### config.mk
export PLATFORM = sky130hd
export DESIGN_NAME = csrmac_back
export DESIGN_NICKNAME = d
export VERILOG_FILES = /design/src/rtl/csrmac_pkg.sv /design/src/rtl/csrmac_back.sv
export SDC_FILE = /design/constraint.sdc
export NUM_CORES = 2
export LEC_CHECK = 0
export BUFFER_PORTS_ARGS = -buffer_cell sky130_fd_sc_hd__clkbuf_2
export CORE_ASPECT_RATIO = 1.75
export CORE_MARGIN = 10
export CORE_UTILIZATION = 26
export DETAILED_ROUTE_END_ITERATION = 8
export PLACE_DENSITY_LB_ADDON = 0.08
export SETUP_SLACK_MARGIN = 0.4
export SLEW_MARGIN = 40
export SYNTH_ARGS = -nofsm -noshare
export SYNTH_HDL_FRONTEND = slang
export SYNTH_SLANG_ARGS = --single-unit
### constraint.sdc
create_clock -name clk -period 4.55 [get_ports clk]
set_input_delay 0.2275 -clock clk [delete_from_list [all_inputs] [get_ports clk]]
set_output_delay 0.2275 -clock clk [all_outputs]
set_load 0.02 [all_outputs]
### src/rtl/csrmac_pkg.sv
// shared types and constants for the csr sparse matrix-vector multiply-accumulate
`timescale 1ns / 1ps

package csrmac_pkg;

	// field widths
	localparam int OP_W    = 2;
	localparam int INDEX_W = 10;
	localparam int DATA_W  = 32;
	localparam int SUM_W   = 64;
	localparam int ROW_W   = 16;

	// item opcodes
	localparam logic [OP_W-1:0] OP_LOAD    = 2'd0;
	localparam logic [OP_W-1:0] OP_NONZERO = 2'd1;
	localparam logic [OP_W-1:0] OP_EMPTY   = 2'd2;

	// queue between front and back
	localparam int QUEUE_DEPTH = 4;

	// saturation rails for the q16.48 row sum
	localparam logic signed [SUM_W-1:0] SUM_MAX = {1'b0, {(SUM_W-1){1'b1}}};
	localparam logic signed [SUM_W-1:0] SUM_MIN = {1'b1, {(SUM_W-1){1'b0}}};

	// one multiply-accumulate job handed from front to back
	typedef struct packed {
		logic signed [DATA_W-1:0] mat;
		logic signed [DATA_W-1:0] vec;
		logic                     flush;
	} mac_item_t;

endpackage

### src/rtl/csrmac_back.sv
// back end: multiply, saturating row accumulate, result register
`timescale 1ns / 1ps

module csrmac_back
	import csrmac_pkg::*;
#(
	parameter int MAX_ROWS = 65536
) (
	input  logic                    clk,
	input  logic                    arst_n,
	input  logic                    job_valid,
	output logic                    job_ready,
	input  mac_item_t               job,
	output logic                    out_valid,
	input  logic                    out_ready,
	output logic [ROW_W-1:0]        row_number,
	output logic signed [SUM_W-1:0] row_sum,
	output logic                    saturated
);

	localparam int            RW       = $clog2(MAX_ROWS);
	localparam logic [RW-1:0] ROW_LAST = RW'(MAX_ROWS - 1);

	logic signed [SUM_W-1:0] prod;
	logic                    acc_go;

	logic                    valid_s2;
	logic signed [SUM_W-1:0] prod_s2;
	logic                    flush_s2;

	logic signed [SUM_W-1:0] acc_q;
	logic                    clip_q;
	logic [RW-1:0]           row_cnt_q;
	logic                    out_valid_q;
	logic [ROW_W-1:0]        row_number_q;
	logic signed [SUM_W-1:0] row_sum_q;
	logic                    saturated_q;

	logic signed [SUM_W:0]   sum_wide;
	logic                    ovf;
	logic signed [SUM_W-1:0] sat_sum;

	// exact q16.48 product
	assign prod = SUM_W'(job.mat) * SUM_W'(job.vec);

	// accumulate unless a row result would land on a full output register
	assign acc_go    = valid_s2 && (!flush_s2 || !out_valid_q || out_ready);
	assign job_ready = !valid_s2 || acc_go;

	// multiply stage
	always_ff @(posedge clk or negedge arst_n) begin
		if (!arst_n) begin
			valid_s2 <= 1'b0;
		end else if (job_ready) begin
			valid_s2 <= job_valid;
		end
	end

	always_ff @(posedge clk) begin
		if (job_valid && job_ready) begin
			prod_s2  <= prod;
			flush_s2 <= job.flush;
		end
	end

	// saturating add
	assign sum_wide = {acc_q[SUM_W-1], acc_q} + {prod_s2[SUM_W-1], prod_s2};
	assign ovf      = sum_wide[SUM_W] ^ sum_wide[SUM_W-1];
	assign sat_sum  = ovf ? (sum_wide[SUM_W] ? SUM_MIN : SUM_MAX) : sum_wide[SUM_W-1:0];

	// row state
	always_ff @(posedge clk or negedge arst_n) begin
		if (!arst_n) begin
			acc_q     <= '0;
			clip_q    <= 1'b0;
			row_cnt_q <= '0;
		end else if (acc_go) begin
			if (flush_s2) begin
				acc_q     <= '0;
				clip_q    <= 1'b0;
				row_cnt_q <= (row_cnt_q == ROW_LAST) ? '0 : row_cnt_q + 1'b1;
			end else begin
				acc_q  <= sat_sum;
				clip_q <= clip_q | ovf;
			end
		end
	end

	// result register control
	always_ff @(posedge clk or negedge arst_n) begin
		if (!arst_n) begin
			out_valid_q <= 1'b0;
		end else if (acc_go && flush_s2) begin
			out_valid_q <= 1'b1;
		end else if (out_ready) begin
			out_valid_q <= 1'b0;
		end
	end

	// result register payload
	always_ff @(posedge clk) begin
		if (acc_go && flush_s2) begin
			row_number_q <= ROW_W'(row_cnt_q);
			row_sum_q    <= sat_sum;
			saturated_q  <= clip_q | ovf;
		end
	end

	assign out_valid  = out_valid_q;
	assign row_number = row_number_q;
	assign row_sum    = row_sum_q;
	assign saturated  = saturated_q;

endmodule

After elaboration in Yosys (flattened, before gate mapping). Cells that the tools add are included.

Output and inout bits: 83. Bits of input ports: 69. Logic and storage cells: 34. Register bits after elaboration: 229.

Eq/ne operators: 1. $add $sub $neg: 2. Reductions and logical operators: 11. Multiplexer cells: 7. $mul: 1. Bitwise operators: 2.

Operators with widths (count): 2-to-1 mux 64 bit (3); adder 64 x 64 -> 65 bit (1); multiplier 32 x 32 -> 64 bit (1); adder 16 x 1 -> 16 bit, second input constant (1); == test 16 bit, second input constant (1); 2-to-1 mux 16 bit (1); logical AND 1 bit (3); zero test 1 bit (3); logical OR 1 bit (3); 2-to-1 mux 1 bit (3); AND reduction 2 bit (1); nonzero test 2 bit (1); bitwise OR 1 bit (1); XOR 1 bit (1).

Longest topological paths before layout.
Depth in word-level cells: 6. Gate-level depth with buffers: 29. Mapped depth without buffers: 27.

Worst setup path before layout. Ideal clock, no wire load.

Path kind: input to register. Start: input job[64] (netlist name). End: register prod_s2[59] (data pin). Stages: 26. Library setup time: 0.195 ns. Arrival: 7.545 ns. Path buffers: 1. Data required time: 4.355 ns. Setup slack: -3.190 ns. Cell sequence: clkbuf_1 > nand2_1 > inv_1 > fa_1 > inv_1 > fa_1 > inv_1 > fa_1 > fa_1 > inv_1 > fa_1 > inv_1 > fa_1 > inv_1 > fa_1 > inv_1 > fa_1 > ha_1 > a21o_1 > a21o_1 > a21oi_1 > nor2b_1 > nand2_1 > o211ai_1 > or4b_2 > o311ai_0.

Longest elaborated chain between the ends: 1.

Ends and longest elaborated chain: start: declaration (line csrmac_back.sv:13) `input mac_item_t job,`; multiplier 32 x 32 -> 64 bit (line csrmac_back.sv:44) `assign prod = SUM_W'(job.mat) * SUM_W'(job.vec);`; net prod[59] (line csrmac_back.sv:24) `logic signed [SUM_W-1:0] prod;`; end signal: assignment (line csrmac_back.sv:61) `prod_s2 <= prod;`; end: declaration (line csrmac_back.sv:28) `logic signed [SUM_W-1:0] prod_s2;`.

The timed path passes the listed nets, and every way through them passes these cells. A chain may end at the register's enable or synchronous reset.

Final worst setup path.
Start: input job[6] (netlist name). End: register prod_s2[59] (data pin).

The elaborated chain is that of the path after synthesis.

==> implementation parameters <==
Parameter                              Value

Run status
  Result of the run    finished, violations left
  Violated checks    negative setup slack

Clocking
  Number of sinks driven by the clock tree    229
  Total CTS buffers    26
  Number of buffers on the longest clock path    3
  Depth of the CTS H-tree    1
  CTS clk-pin slew, worst paths    0.07 ns
  Clock root buffer master    clkbuf_16
  CTS tree    yes
  Skew-Pair Late Insertion Delay    0.57 ns

Global route
  Global-route wire length before repair    272 mm
  Via count of the first global-routing pass    41800
  Overall Global Routing Usage    0.178
  Antenna violations before repair    6
  Maximum number of pins on one net before global-route repair    66
  Congestion Overflow GR    0

Placed design
  Total half-perimeter wirelength after legalization and detailed placement    158 mm
  Routability-driven placement congestion ratio    0.847
  Cell total after placement    7937
  Setup slack after placement    -3.50 ns
  Number of port buffers    151
  Total cell area at the placement stage    57300 um2

Final layout
  Final net count    7048
  Count of fill cells added during filler insertion    19400
  Area growth from synthesis to layout    27.3%
  Fraction of final layout cells sized beyond drive strength 1    0.237
  Area of all placed cells without fillers    61500 um2
  Cell Count, Final, Fillers Out    8096

Worst setup path
  Gate family responsible for the most delay along the worst path    adder cells
  Startpoint of the most critical register-to-register path    prod_s2[1]
  FF-to-FF path depth    13
  Required time of the critical path    4.92 ns
  Element type at the critical path end    flop
  Critical path type    in -> reg
  Crit path top cell by count    fa_1
  Worst r2r dst    row_sum[23]
  CP bufs+invs    6
  Critical-path maximum fanout    6
  Library cell contributing the largest single delay on the critical path    fa_2
  Arrival time at the worst endpoint    7.47 ns
  FF-to-FF setup slack    0.44 ns
  Startpoint type of the worst setup path    input pin
  Max stage delay on crit path    0.61 ns

Floorplan
  Overall die width    346 um
  Die ar.    204000 um2
  Number of cell rows    209
  Core region area    185000 um2
  Initial core utilization    0.261
  Die outline height    590 um
  Boundary pin count    152

Synthesis
  Number of distinct standard cells referenced by the synthesized netlist    73
  Post-synthesis cell type with the largest combined area    fa_1
  Number of instances in the synthesized netlist    5021
  Proportion of synthesized flip-flops having asynchronous set or reset    0.362
  Number of enable flip-flop cells after synthesis    146
  Number of nets produced by synthesis    6422
  Syn_area_per_cell    9.62 um2
  Commonest register cell after synthesis    edfxtp_1
  Post-synthesis sequential area ratio    0.134
  Area of the mapped netlist    48300 um2
  Top post-synthesis cells by area    fa_1 45%, edfxtp_1 9.1%, inv_1 7.9%
  Flop and latch count out of synthesis    229
  Warnings, synthesis    0
  Portion of synthesized cell area occupied by the leading cell type    0.449

Routing
  1st-pass router iterations    5
  Met1 Wirelength    64.2 mm
  Via/cell ratio    4.46
  Detailed route wirelength on metal3    3.29 mm
  Routed WL per cell    22.5 um
  Number of routed nets with antenna violations    0
  Detailed router's first-iteration violation count    1287
  Post-route DRC violation count    0
  Top layer used by detailed routing    met5
  Routed via count    36100
  Routed WL    183 mm
  Routed wl met2    108 mm

Run
  Number of maximum-capacitance violations    0

STA
  Worst slew pin tran    0.702 ns
  Setup violators final    56
  Setup repair after global routing missed its margin    true
  Clock Skews    0.0254 ns
  Worst slew margin relative to its limit    0.532
  Setup WS post-layout    -2.55 ns
  Minimum clock period    7.10 ns
  Highest clock rate    0.141 GHz
  Hold violation count in the final report    0
  Tcrit/Tclk final    1.56
  Number of max-slew violations in the final report    0

Worst hold path
  Kind of path behind the tightest hold check    in -> async
[placed cells by master (no fill, tap or decap), types with 31 or more instances in the layout]
| cell | netlist | final |
|---|---|---|
| ha_1 | 249 | 200 |
| buf_12 | 0 | 98 |
| edfxtp_1 | 146 | 146 |
| xnor2_1 | 91 | 73 |
| a21o_1 | 61 | 60 |
| fa_1 | 1083 | 979 |
| nand3_1 | 35 | 31 |
| inv_1 | 1012 | 955 |
| clkbuf_2 | 0 | 128 |
| and2_1 | 510 | 480 |
| a21oi_2 | 1 | 45 |
| xor2_1 | 48 | 43 |
| a21oi_1 | 186 | 133 |
| nand2_1 | 646 | 621 |
| dfrtp_1 | 83 | 83 |
| buf_6 | 3 | 77 |
| clkbuf_16 | 0 | 40 |
| buf_4 | 5 | 511 |
| nor2_1 | 121 | 109 |
| o21ai_0 | 77 | 55 |
| ha_4 | 0 | 42 |
| nand4_1 | 34 | 34 |
| fa_2 | 0 | 104 |
| o21ai_1 | 56 | 58 |
| inv_2 | 1 | 55 |
[worst max-delay path by stage]
| stage | startpoint | to | slack (ns) | cells after the start |
|---|---|---|---|---|
| global placement | job[9] | prod_s2[55] | -3.50 | 27 |
| global route | job[45] | prod_s2[59] | -2.80 | 28 |
| CTS | job[49] | prod_s2[59] | -2.66 | 26 |
| finish | job[6] | prod_s2[59] | -2.55 | 26 |
| detailed placement | job[49] | prod_s2[48] | -3.50 | 27 |
| floorplan | job[64] | prod_s2[59] | -2.66 | 23 |
[area by class of cell]
| type | count | area [um2] | area share |
|---|---|---|---|
| clock buffer | 30 | 708 | 0.0115 |
| clock inverter | 18 | 293 | 0.00476 |
| tap | 2426 | 3040 | 0.0494 |
| antenna | 3 | 7.51 | 0.000122 |
| multi-input combinational | 3515 | 39000 | 0.634 |
| sequential | 229 | 6460 | 0.105 |
| timing repair buffer | 862 | 8170 | 0.133 |
| inverter | 1013 | 3810 | 0.0620 |
[registers in the layout, indices dropped and copies added (netlist names)]
signal	count
acc_q	64
prod_s2	64
row_sum	64
row_cnt_q	16
row_number	16
clip_q	1
flush_s2	1
out_valid	1
saturated	1
valid_s2	1
[kinds of logic (layout without fill, tap and decap cells)]
group | Yosys count | count (layout) | synth area share
AND/OR/NAND/NOR | 1444 | 1444 | 0.146
XOR/XNOR | 139 | 139 | 0.0252
flip-flops | 229 | 229 | 0.134
other | 0 | 3 | 0
adder cells (fa/ha/maj) | 1362 | 1362 | 0.520
buffers and inverters | 1277 | 1923 | 0.101
AO/OA/AOI/OAI | 570 | 570 | 0.0746
[cells in the mapped netlist, types with 30 or more instances]
cell type / instances
a21o_1: 61
a21oi_1: 186
and2_1: 510
clkbuf_1: 238
dfrtp_1: 83
edfxtp_1: 146
fa_1: 1083
ha_1: 249
inv_1: 1012
maj3_1: 30
nand2_1: 646
nand3_1: 35
nand4_1: 34
nor2_1: 121
o21ai_0: 77
o21ai_1: 56
xnor2_1: 91
xor2_1: 48
[per-layer routing]
| layer | up-vias | GRT usage |
|---|---|---|
| met5 | - | 0 |
| met4 | 2 | 0.0462 |
| met3 | 201 | 0.00855 |
| met2 | 517 | 0.381 |
| met1 | 18900 | 0.180 |
| li1 | 16500 | - |
[worst reg2reg max path: stages (launching register included)]
cell and delay (ns):
edfxtp_1 0.57, ha_4 0.32, a211oi_2 0.26, o211ai_1 0.19, buf_4 0.19, a211oi_4 0.30, nor3_2 0.12, o211ai_1 0.33
o211ai_1 0.30, a21oi_2 0.32, xnor2_2 0.12, buf_12 0.18, buf_4 0.24, maj3_1 0.40
[metrics by stage]
step           hold slack [ns]  TNS [ns]   util
5_1_grt                  0.268   -112.70  0.332
6_report                 0.221   -100.31  0.332
3_3_place_gp             0.406   -144.79  0.309
3_5_place_dp             0.296   -144.74  0.309
4_1_cts                  0.235   -103.30  0.323
2_1_floorplan          -0.0681    -90.45      -
[what timing repair did]
| item | CTS | global route |
|---|---|---|
| setup endpoints to repair | 185 | 173 |
| buffers inserted | 35 | 55 |
| gates resized for setup | 265 | 274 |
| hold endpoints to repair | 63 | 0 |
| cloned | 5 | 8 |
| hold buffers | 4 | 0 |
| pin swaps | 101 | 183 |
Power is left out: the tool's default activity adds up to more than one toggle a clock period on the data nets, which glitch-free logic cannot reach.
