===== src/rtl/csrmac_pkg.sv =====
// shared types and constants for the csr sparse matrix-vector multiply-accumulate
`timescale 1ns / 1ps

package csrmac_pkg;

	// field widths
	localparam int OP_W    = 2;
	localparam int INDEX_W = 10;
	localparam int DATA_W  = 32;
	localparam int SUM_W   = 64;
	localparam int ROW_W   = 16;

	// item opcodes
	localparam logic [OP_W-1:0] OP_LOAD    = 2'd0;
	localparam logic [OP_W-1:0] OP_NONZERO = 2'd1;
	localparam logic [OP_W-1:0] OP_EMPTY   = 2'd2;

	// queue between front and back
	localparam int QUEUE_DEPTH = 4;

	// saturation rails for the q16.48 row sum
	localparam logic signed [SUM_W-1:0] SUM_MAX = {1'b0, {(SUM_W-1){1'b1}}};
	localparam logic signed [SUM_W-1:0] SUM_MIN = {1'b1, {(SUM_W-1){1'b0}}};

	// one multiply-accumulate job handed from front to back
	typedef struct packed {
		logic signed [DATA_W-1:0] mat;
		logic signed [DATA_W-1:0] vec;
		logic                     flush;
	} mac_item_t;

endpackage


===== src/rtl/csrmac_queue.sv =====
// small fifo of mac jobs between front and back
`timescale 1ns / 1ps

module csrmac_queue
	import csrmac_pkg::*;
(
	input  logic      clk,
	input  logic      arst_n,
	input  logic      push_valid,
	output logic      push_ready,
	input  mac_item_t push_item,
	output logic      pop_valid,
	input  logic      pop_ready,
	output mac_item_t pop_item
);

	localparam int PW = $clog2(QUEUE_DEPTH);
	localparam int CW = $clog2(QUEUE_DEPTH + 1);
	localparam logic [CW-1:0] FULL_COUNT = CW'(QUEUE_DEPTH);
	localparam logic [PW-1:0] LAST_SLOT  = PW'(QUEUE_DEPTH - 1);

	mac_item_t     slots_q [QUEUE_DEPTH];
	logic [PW-1:0] wr_ptr_q;
	logic [PW-1:0] rd_ptr_q;
	logic [CW-1:0] count_q;
	logic          do_push;
	logic          do_pop;

	assign push_ready = count_q != FULL_COUNT;
	assign pop_valid  = count_q != '0;
	assign pop_item   = slots_q[rd_ptr_q];
	assign do_push    = push_valid && push_ready;
	assign do_pop     = pop_valid && pop_ready;

	// storage
	always_ff @(posedge clk) begin
		if (do_push) begin
			slots_q[wr_ptr_q] <= push_item;
		end
	end

	// pointers and fill count
	always_ff @(posedge clk or negedge arst_n) begin
		if (!arst_n) begin
			wr_ptr_q <= '0;
			rd_ptr_q <= '0;
			count_q  <= '0;
		end else begin
			if (do_push) begin
				wr_ptr_q <= (wr_ptr_q == LAST_SLOT) ? '0 : wr_ptr_q + 1'b1;
			end
			if (do_pop) begin
				rd_ptr_q <= (rd_ptr_q == LAST_SLOT) ? '0 : rd_ptr_q + 1'b1;
			end
			if (do_push && !do_pop) begin
				count_q <= count_q + 1'b1;
			end else if (do_pop && !do_push) begin
				count_q <= count_q - 1'b1;
			end
		end
	end

endmodule


===== config.mk =====
export PLATFORM = sky130hd
export DESIGN_NAME = csrmac_queue
export DESIGN_NICKNAME = d
export VERILOG_FILES = /design/src/rtl/csrmac_pkg.sv /design/src/rtl/csrmac_queue.sv
export SDC_FILE = /design/constraint.sdc
export NUM_CORES = 1
export LEC_CHECK = 0
export BUFFER_PORTS_ARGS = -buffer_cell sky130_fd_sc_hd__buf_2
export CORE_AREA = 2 2 160 162
export CTS_CLUSTER_DIAMETER = 200
export CTS_CLUSTER_SIZE = 40
export DETAILED_ROUTE_END_ITERATION = 12
export DIE_AREA = 0 0 162 164
export PLACE_DENSITY = 0.58
export SYNTH_ARGS = -nofsm -noshare
export SYNTH_HDL_FRONTEND = slang
export SYNTH_SLANG_ARGS = --single-unit

===== constraint.sdc =====
create_clock -name clk -period 2 [get_ports clk]
set_input_delay 0.4 -clock clk [delete_from_list [all_inputs] [get_ports clk]]
set_output_delay 0.4 -clock clk [all_outputs]
set_load 0.01 [all_outputs]

==> Word level (Yosys, flattened, before mapping) <==
Memories as Yosys holds them, arrays and structs flattened.
Index checks and enable logic that the tools add are counted.
{ "word_totals": {"ff_bits": 7, "ramBits": 260, "inputBits": 69, "output_inout_bits": 67, "wordCells": 25, "n_memories": 1} }
{ "memory_table": {"columns": ["name", "words", "width", "read_ports", "rd_ports_with_merged_regs", "write_ports", "line_no", "text"], "rows": [
  ["slots_q", 4, 65, 1, 0, 1, "csrmac_queue.sv:22", "mac_item_t slots_q [QUEUE_DEPTH];"]
]} }
{ "classes": {"addsub": 4, "n_eq_ne": 3, "muxes": 6, "reduce_logical": 8} }
{ "ops": {"columns": ["cell", "count"], "rows": [
  ["3-bit 2-to-1 mux", 2],
  ["2-bit by 1-bit adder with 2-bit output (second input constant)", 2],
  ["2-bit equality test (second input constant)", 2],
  ["1-bit logical AND", 4],
  ["2-bit 2-to-1 mux", 2],
  ["3-bit by 1-bit adder with 3-bit output (second input constant)", 1],
  ["3-bit inequality test (second input constant)", 1],
  ["3-bit nonzero test", 1],
  ["3-bit by 1-bit subtractor with 3-bit output (second input constant)", 1],
  ["1-bit zero test", 2],
  ["1-bit 2-to-1 mux", 2],
  ["2-bit nonzero test", 1]
]} }

==> Longest topological paths before layout <==
Gate-level depths: netlist of the first run.
{ "depth": {"ltp_word": 6, "ltp_mapped": 8, "depth_no_buf": 8} }

==> Least setup slack after synthesis of the first run <==
OpenSTA, ideal clock, no wires.
{ "synth_path": {"path_type": "register to register", "startpoint": "reg count_q[1]", "endpoint": "reg count_q[2]", "setup_ps": 79, "arrival_time_ps": 2044, "required_ps": 1921, "setup_slack_ps": -124, "path_stages_with_launch": 9, "path_buffers": 0, "synth_period_minus_slack_ps": 2124, "cell_sequence": "dfrtp_1 or3_2 nand2_1 ha_1 inv_1 fa_1 xor2_1 nor2_1 xor2_1"} }
{ "synth_between": {"elab_chain_cells": 5, "elab_cells_between_ends": 13, "classes_between": "add/sub: 2; eq/ne: 1; mux: 2; reduce/logical: 8"} }
{ "synth_rtl": {"columns": ["element", "line_no", "text"], "rows": [
  ["from (decl)", "csrmac_queue.sv:25", "logic [CW-1:0] count_q;"],
  ["from (signal assigned)", "csrmac_queue.sv:56", "count_q <= count_q + 1'b1;"],
  ["from (signal assigned)", "csrmac_queue.sv:58", "count_q <= count_q - 1'b1;"],
  ["3-bit nonzero test (*)", "csrmac_queue.sv:30", "assign pop_valid = count_q != '0;"],
  ["named net pop_valid", "csrmac_queue.sv:12", "output logic pop_valid,"],
  ["1-bit logical AND (*)", "csrmac_queue.sv:33", "assign do_pop = pop_valid && pop_ready;"],
  ["1-bit zero test", "csrmac_queue.sv:55", "if (do_push && !do_pop) begin"],
  ["1-bit logical AND", "csrmac_queue.sv:55", null],
  ["3-bit 2-to-1 mux or 2-bit nonzero test (tied branches)", null, null]
]} }
Mark *: on every way through the listed nets, which the timed path passes. The rest lies on a longest branch. The select of a mux whose other input is x is not followed.
A chain may end at the register's enable or synchronous reset.

==> run_results.csv, run 1 <==
group,metric,value,unit
setup_path,r2r-start,"count_q[0]",
cts,clock_sinks,267,
setup_path,crit_start,"rd_ptr_q[0]",
global_routing,grt_overflow,0,
setup_path,crit_buf_inv,3,
floorplanning,rows,58,
synthesis,ys_seq_elements,267,
sta,hold_viol,0,
power,power.leakage,0.00410,uW
synthesis,synth_edf_count,260,
power,p_per_area,1430,mW/mm^2
cts,cts_tree,"done",
floorplanning,die_h,164,um
cts,clk_pin_slew,130,ps
power,ir_drop,696,uV
detailed_routing,wl_per_cell,21.1,um
setup_path,worstPathCellList,"buf_12 -> clkbuf_16 -> mux4_2 -> buf_6",
sta,fin_skew,17.5,ps
cells_and_area,layout-drive-gt1-share,49.0,%
cts,numCtsBuffers,10,
detailed_routing,first_iter_violations,295,
synthesis,synth_ff_type,"edfxtp_1",
detailed_routing,viasPerCell,4.98,
cells_and_area,fillerInstances,2062,
sta,setup_violations,66,
setup_path,worstPathArrival,1960,ps
setup_path,worstSetupEndpointType,"primary output",
global_routing,antenna_found_initial,2,
cells_and_area,seq_area,0.00799,sq mm
global_routing,grt_pass1_wl,28.0,mm
cts,clock_latency,480,ps
floorplanning,ios,136,
sta,finalCriticalPeriod,2360,ps
detailed_routing,ant_nets,0,
cts,htree_levels,1,
cts,cts-root-buf,"clkbuf_16",
cells_and_area,multi_input_area,0.00176,sq mm
synthesis,seq_area_frac_synth,81.3,%
floorplanning,fp.dieArea,0.0266,sq mm
synthesis,synth.avg_cell_area,26.1,sq um
sta,slew_headroom,78.5,%
global_routing,grtUsageTotal,14.0,%
status,status,"finished with violations",
cells_and_area,fin_util,48.7,%
sta,fmax,424,MHz
global_routing,grt_max_degree,42,
cells_and_area,fin_nets,624,
cells_and_area,area_growth,23.1,%
detailed_routing,vias,4393,
setup_path,cp.required,1600,ps
placed_design,hpwl,11.0,mm
placed_design,finalWeightedCongestion,0.689,
floorplanning,start_util,39.6,%
cts,clk_path_buf_depth,3,
hold_path,hold_start,"push_item[64]",
synthesis,ys.warnings.count,0,
setup_path,max_stage_delay,520,ps
synthesis,synth_nets,452,
placed_design,place_ws,-4.77,ps
job,maxCapViolCount,0,
sta,period_share,118,%
setup_path,startpoint_type,"register",
setup_path,path_max_fanout,8,
sta,layout_setup_ws,-358,ps
synthesis,async_flop_share,2.62,%
synthesis,synth_area,0.00982,sq mm
synthesis,synth_cells,376,
floorplanning,die_width,162,um
setup_path,slowest_stage,"mux4_2",
setup_path,path_class,"register to primary output",
synthesis,synth_cell_types,20,
placed_design,port_buffers,135,
sta,drv_slew,0,
detailed_routing,drcViolationCount,0,
detailed_routing,drt_pass1_iterations,4,
detailed_routing,wl,18.6,mm
sta,worst_pin_slew,322,ps
sta,hold_ws,116,ps
setup_path,ff2ff_setup_slack,-30,ps
placed_design,place_area,0.0112,sq mm
global_routing,grt_pass1_vias,4858,
setup_path,crit_family,"multiplexers",
status,violations,"negative setup slack",
floorplanning,core_area,0.0248,sq mm
hold_path,hp-class,"input pin to register",
sta,rsz0062_at_grt,"yes",
cells_and_area,stdcell_area,0.0121,sq mm
==> area by class of cell <==
cell class / count / area share (%)
inverters: 3 / 0.0931
repair buffers: 175 / 13.3
diodes: 2 / 0.0414
well taps: 330 / 3.42
multi-input cells: 91 / 14.6
flip-flops and latches: 267 / 66.1
clock inverters: 1 / 0.135
clock buffers: 14 / 2.37
==> layout by cell type (no fill, tap or decap) <==
master	count
xnor2_1	1
dfrtp_2	1
clkinv_8	1
buf_4	16
fa_2	1
nor2_1	3
edfxtp_1	260
dlygate4sd3_1	1
mux2_4	2
diode_2	2
ha_1	5
and2_4	1
and3_4	4
clkbuf_1	3
or3_4	1
or3b_4	1
inv_2	1
ha_4	1
buf_12	14
nand2_4	1
buf_2	85
mux4_2	65
buf_6	52
mux2_2	3
dfrtp_4	2
inv_1	2
clkbuf_16	15
dfrtp_1	4
buf_16	3
xor2_1	2
==> timing repair <==
item | in CTS | in global routing
resized for setup | 30 | 38
gates cloned | 2 | 4
hold endpoints to repair | 7 | 0
buffers inserted | 9 | 4
setup endpoints to repair | 68 | 68
hold buffers | 1 | 0
pin swaps | 4 | 6
==> final timing paths <==
check                                 endpoint  cells past startpoint
worst max-delay path              pop_item[51]                      4
worst min-delay path            slots_q[2][64]                      1
worst max register to register      count_q[1]                      6
worst min register to register      count_q[2]                      2
max in group asynchronous          rd_ptr_q[1]                      2
min in group asynchronous          rd_ptr_q[0]                      2
==> cells by family after synthesis <==
family / Yosys count / synth area share (%)
xor+xnor: 3 / 0.268
fa+ha+maj: 7 / 0.968
buf+inv: 18 / 1.18
flops: 267 / 81.3
mux: 70 / 15.6
simple gates: 11 / 0.739
==> per-layer routing <==
layer | GRT usage, % | up-vias | wire length [um]
li1 | - | 1945 | -
met1 | 18.2 | 2333 | 7860
met2 | 24.6 | 102 | 9630
met3 | 2.80 | 13 | 940
met4 | 2.49 | 0 | 181
met5 | 0 | - | 0
==> sequential cells by signal, summed over array words and instances, names as in the netlist <==
name	flops
wr_ptr_q	2
rd_ptr_q	2
count_q	3
slots_q	260
==> synth_stat cells (2+ instances only) <==
library cell	number	area (sq um)
mux2_4	2	30.0
ha_1	6	75.1
buf_4	3	22.5
dfrtp_1	7	175
xor2_1	2	17.5
buf_6	4	45.0
mux2_2	3	33.8
and3_2	4	30.0
nor2_1	3	11.3
mux4_2	65	1460
inv_1	3	11.3
buf_2	6	30.0
clkbuf_1	2	7.51
edfxtp_1	260	7810
==> per-stage QoR <==
stage / total power (uW) / instances / setup TNS (ps)
after global routing: 18200 / 881 / -25980
after global placement: 13300 / 847 / 0
after detailed placement: 13500 / 847 / -4.77
final: 17300 / 883 / -20870
after CTS: 16800 / 874 / -24580
after floorplan: 11200 / 376 / 0
==> worst reg2reg max path, stage by stage (launching register included) <==
cell and delay [ps]:
dfrtp_1 440, or3b_4 430, and2_4 160, ha_4 160
inv_2 60, fa_2 420, mux2_2 260
==> where the power goes <==
group	switching, uW	internal (uW)
combinational	3140	3900
clock	1530	1040
sequential	289	7380
Note: power is estimated with default switching activity, not from simulation.
==> run 2: changes to the inputs <==
Settings changed: SETUP_SLACK_MARGIN from default to 0.1.
==> run 2 against run 1 <==
Effect of this change:
- highest routed layer unchanged
- clock skew fell by 2.5 ps
- critical endpoint is now pop_item[1]
- largest cell class unchanged
- worst setup slack better by 15 ps
- register-to-register slack about the same
- count of clock-buffer cells in the layout is 1 lower
- die area unchanged
- routed wire length increased by 0.99%
- worst hold slack worse by 7.5 ps
- the flow still finishes with violations (negative setup slack)
==> run_results.csv, run 2 (same netlist as run 1, synthesis figures left out) <==
group,metric,value,unit
cts,htree_levels,1,
sta,drv_slew,0,
placed_design,finalWeightedCongestion,0.711,
power,total_power,17600,uW
setup_path,startpoint_type,"register",
setup_path,crit_buf_inv,3,
hold_path,hold_depth,1,
setup_path,ff2ff_setup_slack,-20,ps
sta,period_share,117,%
detailed_routing,ant_nets,0,
setup_path,crit_family,"multiplexers",
cells_and_area,stdcell_area,0.0122,sq mm
setup_path,max_stage_delay,550,ps
setup_path,path_class,"register to primary output",
sta,slew_headroom,76.8,%
floorplanning,start_util,39.6,%
global_routing,grt_overflow,0,
setup_path,slowest_stage,"mux4_2",
detailed_routing,first_iter_violations,213,
cts,cts_tree,"done",
setup_path,rr_endpoint,"count_q[1]",
global_routing,grt_max_degree,42,
sta,worst_pin_slew,348,ps
setup_path,crit_top_cell,"buf_6",
detailed_routing,wl_per_cell,21.2,um
floorplanning,fp.dieArea,0.0266,sq mm
status,status,"finished with violations",
power,internal_power,12500,uW
power,p_per_area,1440,mW/mm^2
cells_and_area,final_cell_mix,"edfxtp_1, buf_2, mux4_2",
placed_design,port_buffers,135,
job,maxCapViolCount,0,
cells_and_area,antennaDiodeCount,0,
sta,finalCriticalPeriod,2340,ps
setup_path,worstPathCellList,"buf_6 -> buf_12 -> mux4_2 -> buf_6",
detailed_routing,wl,18.8,mm
cells_and_area,largest_register_ffs,260,
sta,hold_viol,0,
cts,numCtsBuffers,10,
cells_and_area,area_growth,24.2,%
cells_and_area,fillerInstances,2084,
cells_and_area,fin_nets,631,
cells_and_area,fin_util,49.1,%
floorplanning,ios,136,
placed_design,place_ws,0.0835,ps
power,switching_share,28.7,%
detailed_routing,viasPerCell,5.05,
detailed_routing,drt_pass1_iterations,4,
floorplanning,rows,58,
setup_path,worstSetupEndpointType,"primary output",
placed_design,hpwl,11.2,mm
floorplanning,core_area,0.0248,sq mm
setup_path,worstPathArrival,1940,ps
hold_path,hp-class,"input pin to register",
floorplanning,die_width,162,um
sta,fin_skew,15.0,ps
power,power_switching,5040,uW
setup_path,r2r-start,"count_q[1]",
sta,setup_violations,66,
hold_path,worst_hold_path.endpoint,"slots_q[3][36]",
global_routing,grtUsageTotal,13.8,%
power,pwr-share-clk,14.6,%
global_routing,antenna_found_initial,0,
sta,layout_setup_ws,-343,ps
global_routing,grt_pass1_vias,4760,
global_routing,grt_pass1_wl,27.8,mm
cts,cts-root-buf,"clkbuf_16",
detailed_routing,vias,4480,
cts,clock_sinks,267,
sta,hold_ws,108,ps
cells_and_area,final_common_cell,"edfxtp_1",
power,power.leakage,0.00416,uW
sta,rsz0062_at_grt,"yes",
detailed_routing,drcViolationCount,0,
power,ir_drop,805,uV
cts,clock_latency,490,ps
placed_design,place_area,0.0112,sq mm
setup_path,cp.required,1600,ps
setup_path,path_max_fanout,6,
sta,fmax,427,MHz
hold_path,hold_start,"push_item[36]",
cts,clk_pin_slew,130,ps
power,p_comb_share,41.6,%
floorplanning,die_h,164,um
status,violations,"negative setup slack",
setup_path,rr_worst_depth,6,
cells_and_area,layout-drive-gt1-share,49.6,%
cells_and_area,reg_top3,"slots_q (260), count_q (3)",
cells_and_area,max_flop_register,"slots_q",
cts,clk_path_buf_depth,3,
power,power_frac_seq,43.8,%
==> run 2: cell types whose count changed in the layout (fill, tap and decap cells not counted), moves of 2 or more <==
cell	before	now
buf_4	16	14
buf_6	52	57
diode_2	2	0
and3_2	0	2
buf_12	14	17
==> run 2: worst max path at each step <==
stage | startpoint | end | slack (ps) | cells after the start
2_1_floorplan | count_q[0] | count_q[1] | 20 | 6
3_3_place_gp | count_q[1] | count_q[2] | 50 | 8
3_5_place_dp | count_q[1] | count_q[2] | 0.08 | 8
4_1_cts | rd_ptr_q[0] | pop_item[41] | -380 | 4
5_1_grt | rd_ptr_q[0] | pop_item[52] | -410 | 4
6_report | rd_ptr_q[0] | pop_item[1] | -340 | 4
==> run 2: cell type report <==
cell class,instances,area [sq um],area share (%)
Sequential cell,267,7990,65.5
Inverter,3,11.3,0.0923
Clock inverter,1,16.3,0.133
Multi-Input combinational cell,93,1780,14.6
Clock buffer,13,283,2.32
Timing Repair Buffer,180,1700,14.0
Tap cell,330,413,3.38
==> run 2: metrics by stage <==
stage               instances  TNS, ps
detailed placement        848        0
finish                    887   -20060
floorplan                 376        0
global placement          848        0
CTS                       880   -22520
global route              887   -24950
==> run 2: power by group through the flow <==
stage / sequential [uW] / clock [uW] / combinational (uW)
2_1_floorplan: 7700 / 0 / 3460
3_3_place_gp: 7820 / 0 / 5580
3_5_place_dp: 7910 / 0 / 5630
4_1_cts: 7700 / 2670 / 6890
5_1_grt: 7790 / 2810 / 7870
6_report: 7690 / 2560 / 7310
==> run 2: repair_timing <==
action	4_1_cts	5_1_grt
hold buffers	1	0
hold endpoints to repair	7	0
endpoints found under the setup margin	69	154
gates cloned	3	5
setup buffers	14	2
pin swaps	8	1
gates resized for setup	45	25
==> run 2: layer usage <==
metal	up-vias	routed length, um	GRT usage [%]
li1	1957	-	-
met1	2405	7940	18.3
met2	104	9740	24.0
met3	14	919	2.75
met4	0	195	2.57
met5	-	0	0
==> run 3: changes to the inputs <==
Settings changed: CELL_PAD_IN_SITES_DETAIL_PLACEMENT from default to 0, CELL_PAD_IN_SITES_GLOBAL_PLACEMENT from default to 2, PLACE_DENSITY 0.58 to 0.71.
==> run 3 against run 2 <==
Effect of this change:
- the flow still finishes with violations (negative setup slack)
- clock skew is 13 ps higher
- register-to-register slack better by 20 ps
- maximum frequency is 2.6% lower
- critical path depth stayed put
- total power is 0.47% lower
- critical endpoint is now pop_item[45]
==> run_results.csv, run 3 (same netlist as run 1, synthesis figures left out) <==
group,metric,value,unit
sta,rsz0062_at_grt,"yes",
sta,slew_headroom,79.3,%
power,power_switching,5040,uW
placed_design,hpwl,11.1,mm
floorplanning,fp.dieArea,0.0266,sq mm
cts,cts-root-buf,"clkbuf_16",
status,violations,"negative setup slack",
cells_and_area,reg_top3,"slots_q (260), count_q (3)",
sta,drv_slew,0,
cts,clock_sinks,267,
cells_and_area,fin_nets,625,
sta,setup_violations,66,
cells_and_area,largest_register_ffs,260,
setup_path,worstSetupEndpointType,"primary output",
cts,clock_latency,490,ps
placed_design,port_buffers,135,
power,power.leakage,0.00412,uW
detailed_routing,drt_pass1_iterations,4,
sta,worst_pin_slew,310,ps
sta,period_share,120,%
floorplanning,start_util,39.6,%
power,switching_share,28.9,%
setup_path,startpoint_type,"register",
detailed_routing,drcViolationCount,0,
hold_path,hold_depth,1,
cts,clk_path_buf_depth,3,
global_routing,grtUsageTotal,13.9,%
placed_design,finalWeightedCongestion,0.709,
detailed_routing,ant_nets,0,
global_routing,grt_pass1_vias,4781,
floorplanning,ios,136,
setup_path,ff2ff_setup_slack,0,ps
job,maxCapViolCount,0,
cts,cts_tree,"done",
power,ir_drop,686,uV
global_routing,grt_overflow,0,
sta,fmax,416,MHz
global_routing,grt_max_degree,44,
cells_and_area,final_common_cell,"edfxtp_1",
setup_path,path_class,"register to primary output",
setup_path,cp.required,1600,ps
cells_and_area,layout-drive-gt1-share,48.9,%
floorplanning,rows,58,
sta,finalCriticalPeriod,2410,ps
cells_and_area,fin_util,48.9,%
global_routing,antenna_found_initial,3,
cts,clk_pin_slew,140,ps
placed_design,place_area,0.0112,sq mm
sta,layout_setup_ws,-406,ps
power,p_comb_share,41.1,%
cells_and_area,stdcell_area,0.0121,sq mm
cells_and_area,area_growth,23.7,%
cells_and_area,max_flop_register,"slots_q",
detailed_routing,viasPerCell,4.97,
hold_path,hold_start,"push_item[57]",
setup_path,crit_start,"rd_ptr_q[0]",
sta,fin_skew,28.5,ps
floorplanning,core_area,0.0248,sq mm
floorplanning,die_h,164,um
power,total_power,17500,uW
cts,htree_levels,1,
setup_path,rr_worst_depth,6,
sta,hold_viol,0,
cts,numCtsBuffers,10,
setup_path,path_max_fanout,8,
power,internal_power,12400,uW
power,power_frac_seq,44.1,%
setup_path,r2r-start,"count_q[1]",
cells_and_area,fillerInstances,2033,
setup_path,worstPathArrival,2010,ps
setup_path,max_stage_delay,540,ps
detailed_routing,wl,18.6,mm
hold_path,worst_hold_path.endpoint,"slots_q[2][57]",
setup_path,crit_family,"multiplexers",
detailed_routing,first_iter_violations,238,
global_routing,grt_pass1_wl,27.8,mm
power,pwr-share-clk,14.9,%
sta,setup_tns,-23040,ps
detailed_routing,vias,4401,
setup_path,rr_endpoint,"count_q[1]",
cells_and_area,final_cell_mix,"edfxtp_1, buf_2, mux4_2",
hold_path,hp-class,"input pin to register",
power,p_per_area,1440,mW/mm^2
setup_path,crit_buf_inv,3,
setup_path,slowest_stage,"mux4_2",
setup_path,worstPathCellList,"buf_12 -> buf_16 -> mux4_2 -> buf_6",
floorplanning,die_width,162,um
detailed_routing,wl_per_cell,21.0,um
status,status,"finished with violations",
## run 3: cell types whose count changed in the layout (fill, tap and decap cells not counted), sizes merged
cell | before | now
diode | 0 | 3
and3 | 6 | 4
buf | 176 | 174
clkbuf | 16 | 15
## run 3: worst max path at each step
| stage | to | slack (ps) | depth (start not counted) |
|---|---|---|---|
| after floorplan | count_q[1] | 20 | 6 |
| after global placement | count_q[2] | 70 | 8 |
| after detailed placement | count_q[2] | 20 | 8 |
| after CTS | pop_item[45] | -430 | 4 |
| after global routing | pop_item[45] | -480 | 4 |
| final | pop_item[45] | -410 | 4 |
## run 3: per-layer routing
metal  wire length, um  GRT usage (%)  vias up
met1              7930           18.1     2335
met4               252           2.98        0
met3               948           3.13       16
met5                 0              0        -
li1                  -              -     1949
met2              9470           24.3      101
## run 3: through the flow
step | worst slack, ps | hold WS, ps | instances
final | -406 | 99.6 | 885
after global routing | -481 | 78.7 | 883
after CTS | -431 | 80.0 | 878
after detailed placement | 15.3 | 253 | 848
after global placement | 74.0 | 244 | 848
after floorplan | 16.7 | 104 | 376
## run 3: power groups by stage
stage	Combinational [uW]	Sequential [uW]	Clock [uW]
3_3_place_gp	5610	7820	0
4_1_cts	6720	7720	2700
6_report	7180	7710	2600
5_1_grt	7680	7810	2860
3_5_place_dp	5670	7900	0
2_1_floorplan	3460	7700	0
## run 3: timing repair
item,CTS,global route
endpoints found under the setup margin,69,80
hold buffers,1,0
resized for setup,33,33
hold endpoints to repair,7,0
pin swaps,6,4
cloned,3,1
setup buffers,11,3
## run 3: layout make-up
cell class	instances	area [sq um]	share of cell area (%)
diodes	3	7.51	0.0618
clock buffers	14	287	2.36
clock inverters	1	16.3	0.134
inverters	3	11.3	0.0927
multi-input cells	91	1760	14.5
flip-flops and latches	267	7990	65.8
well taps	330	413	3.40
repair buffers	176	1660	13.6
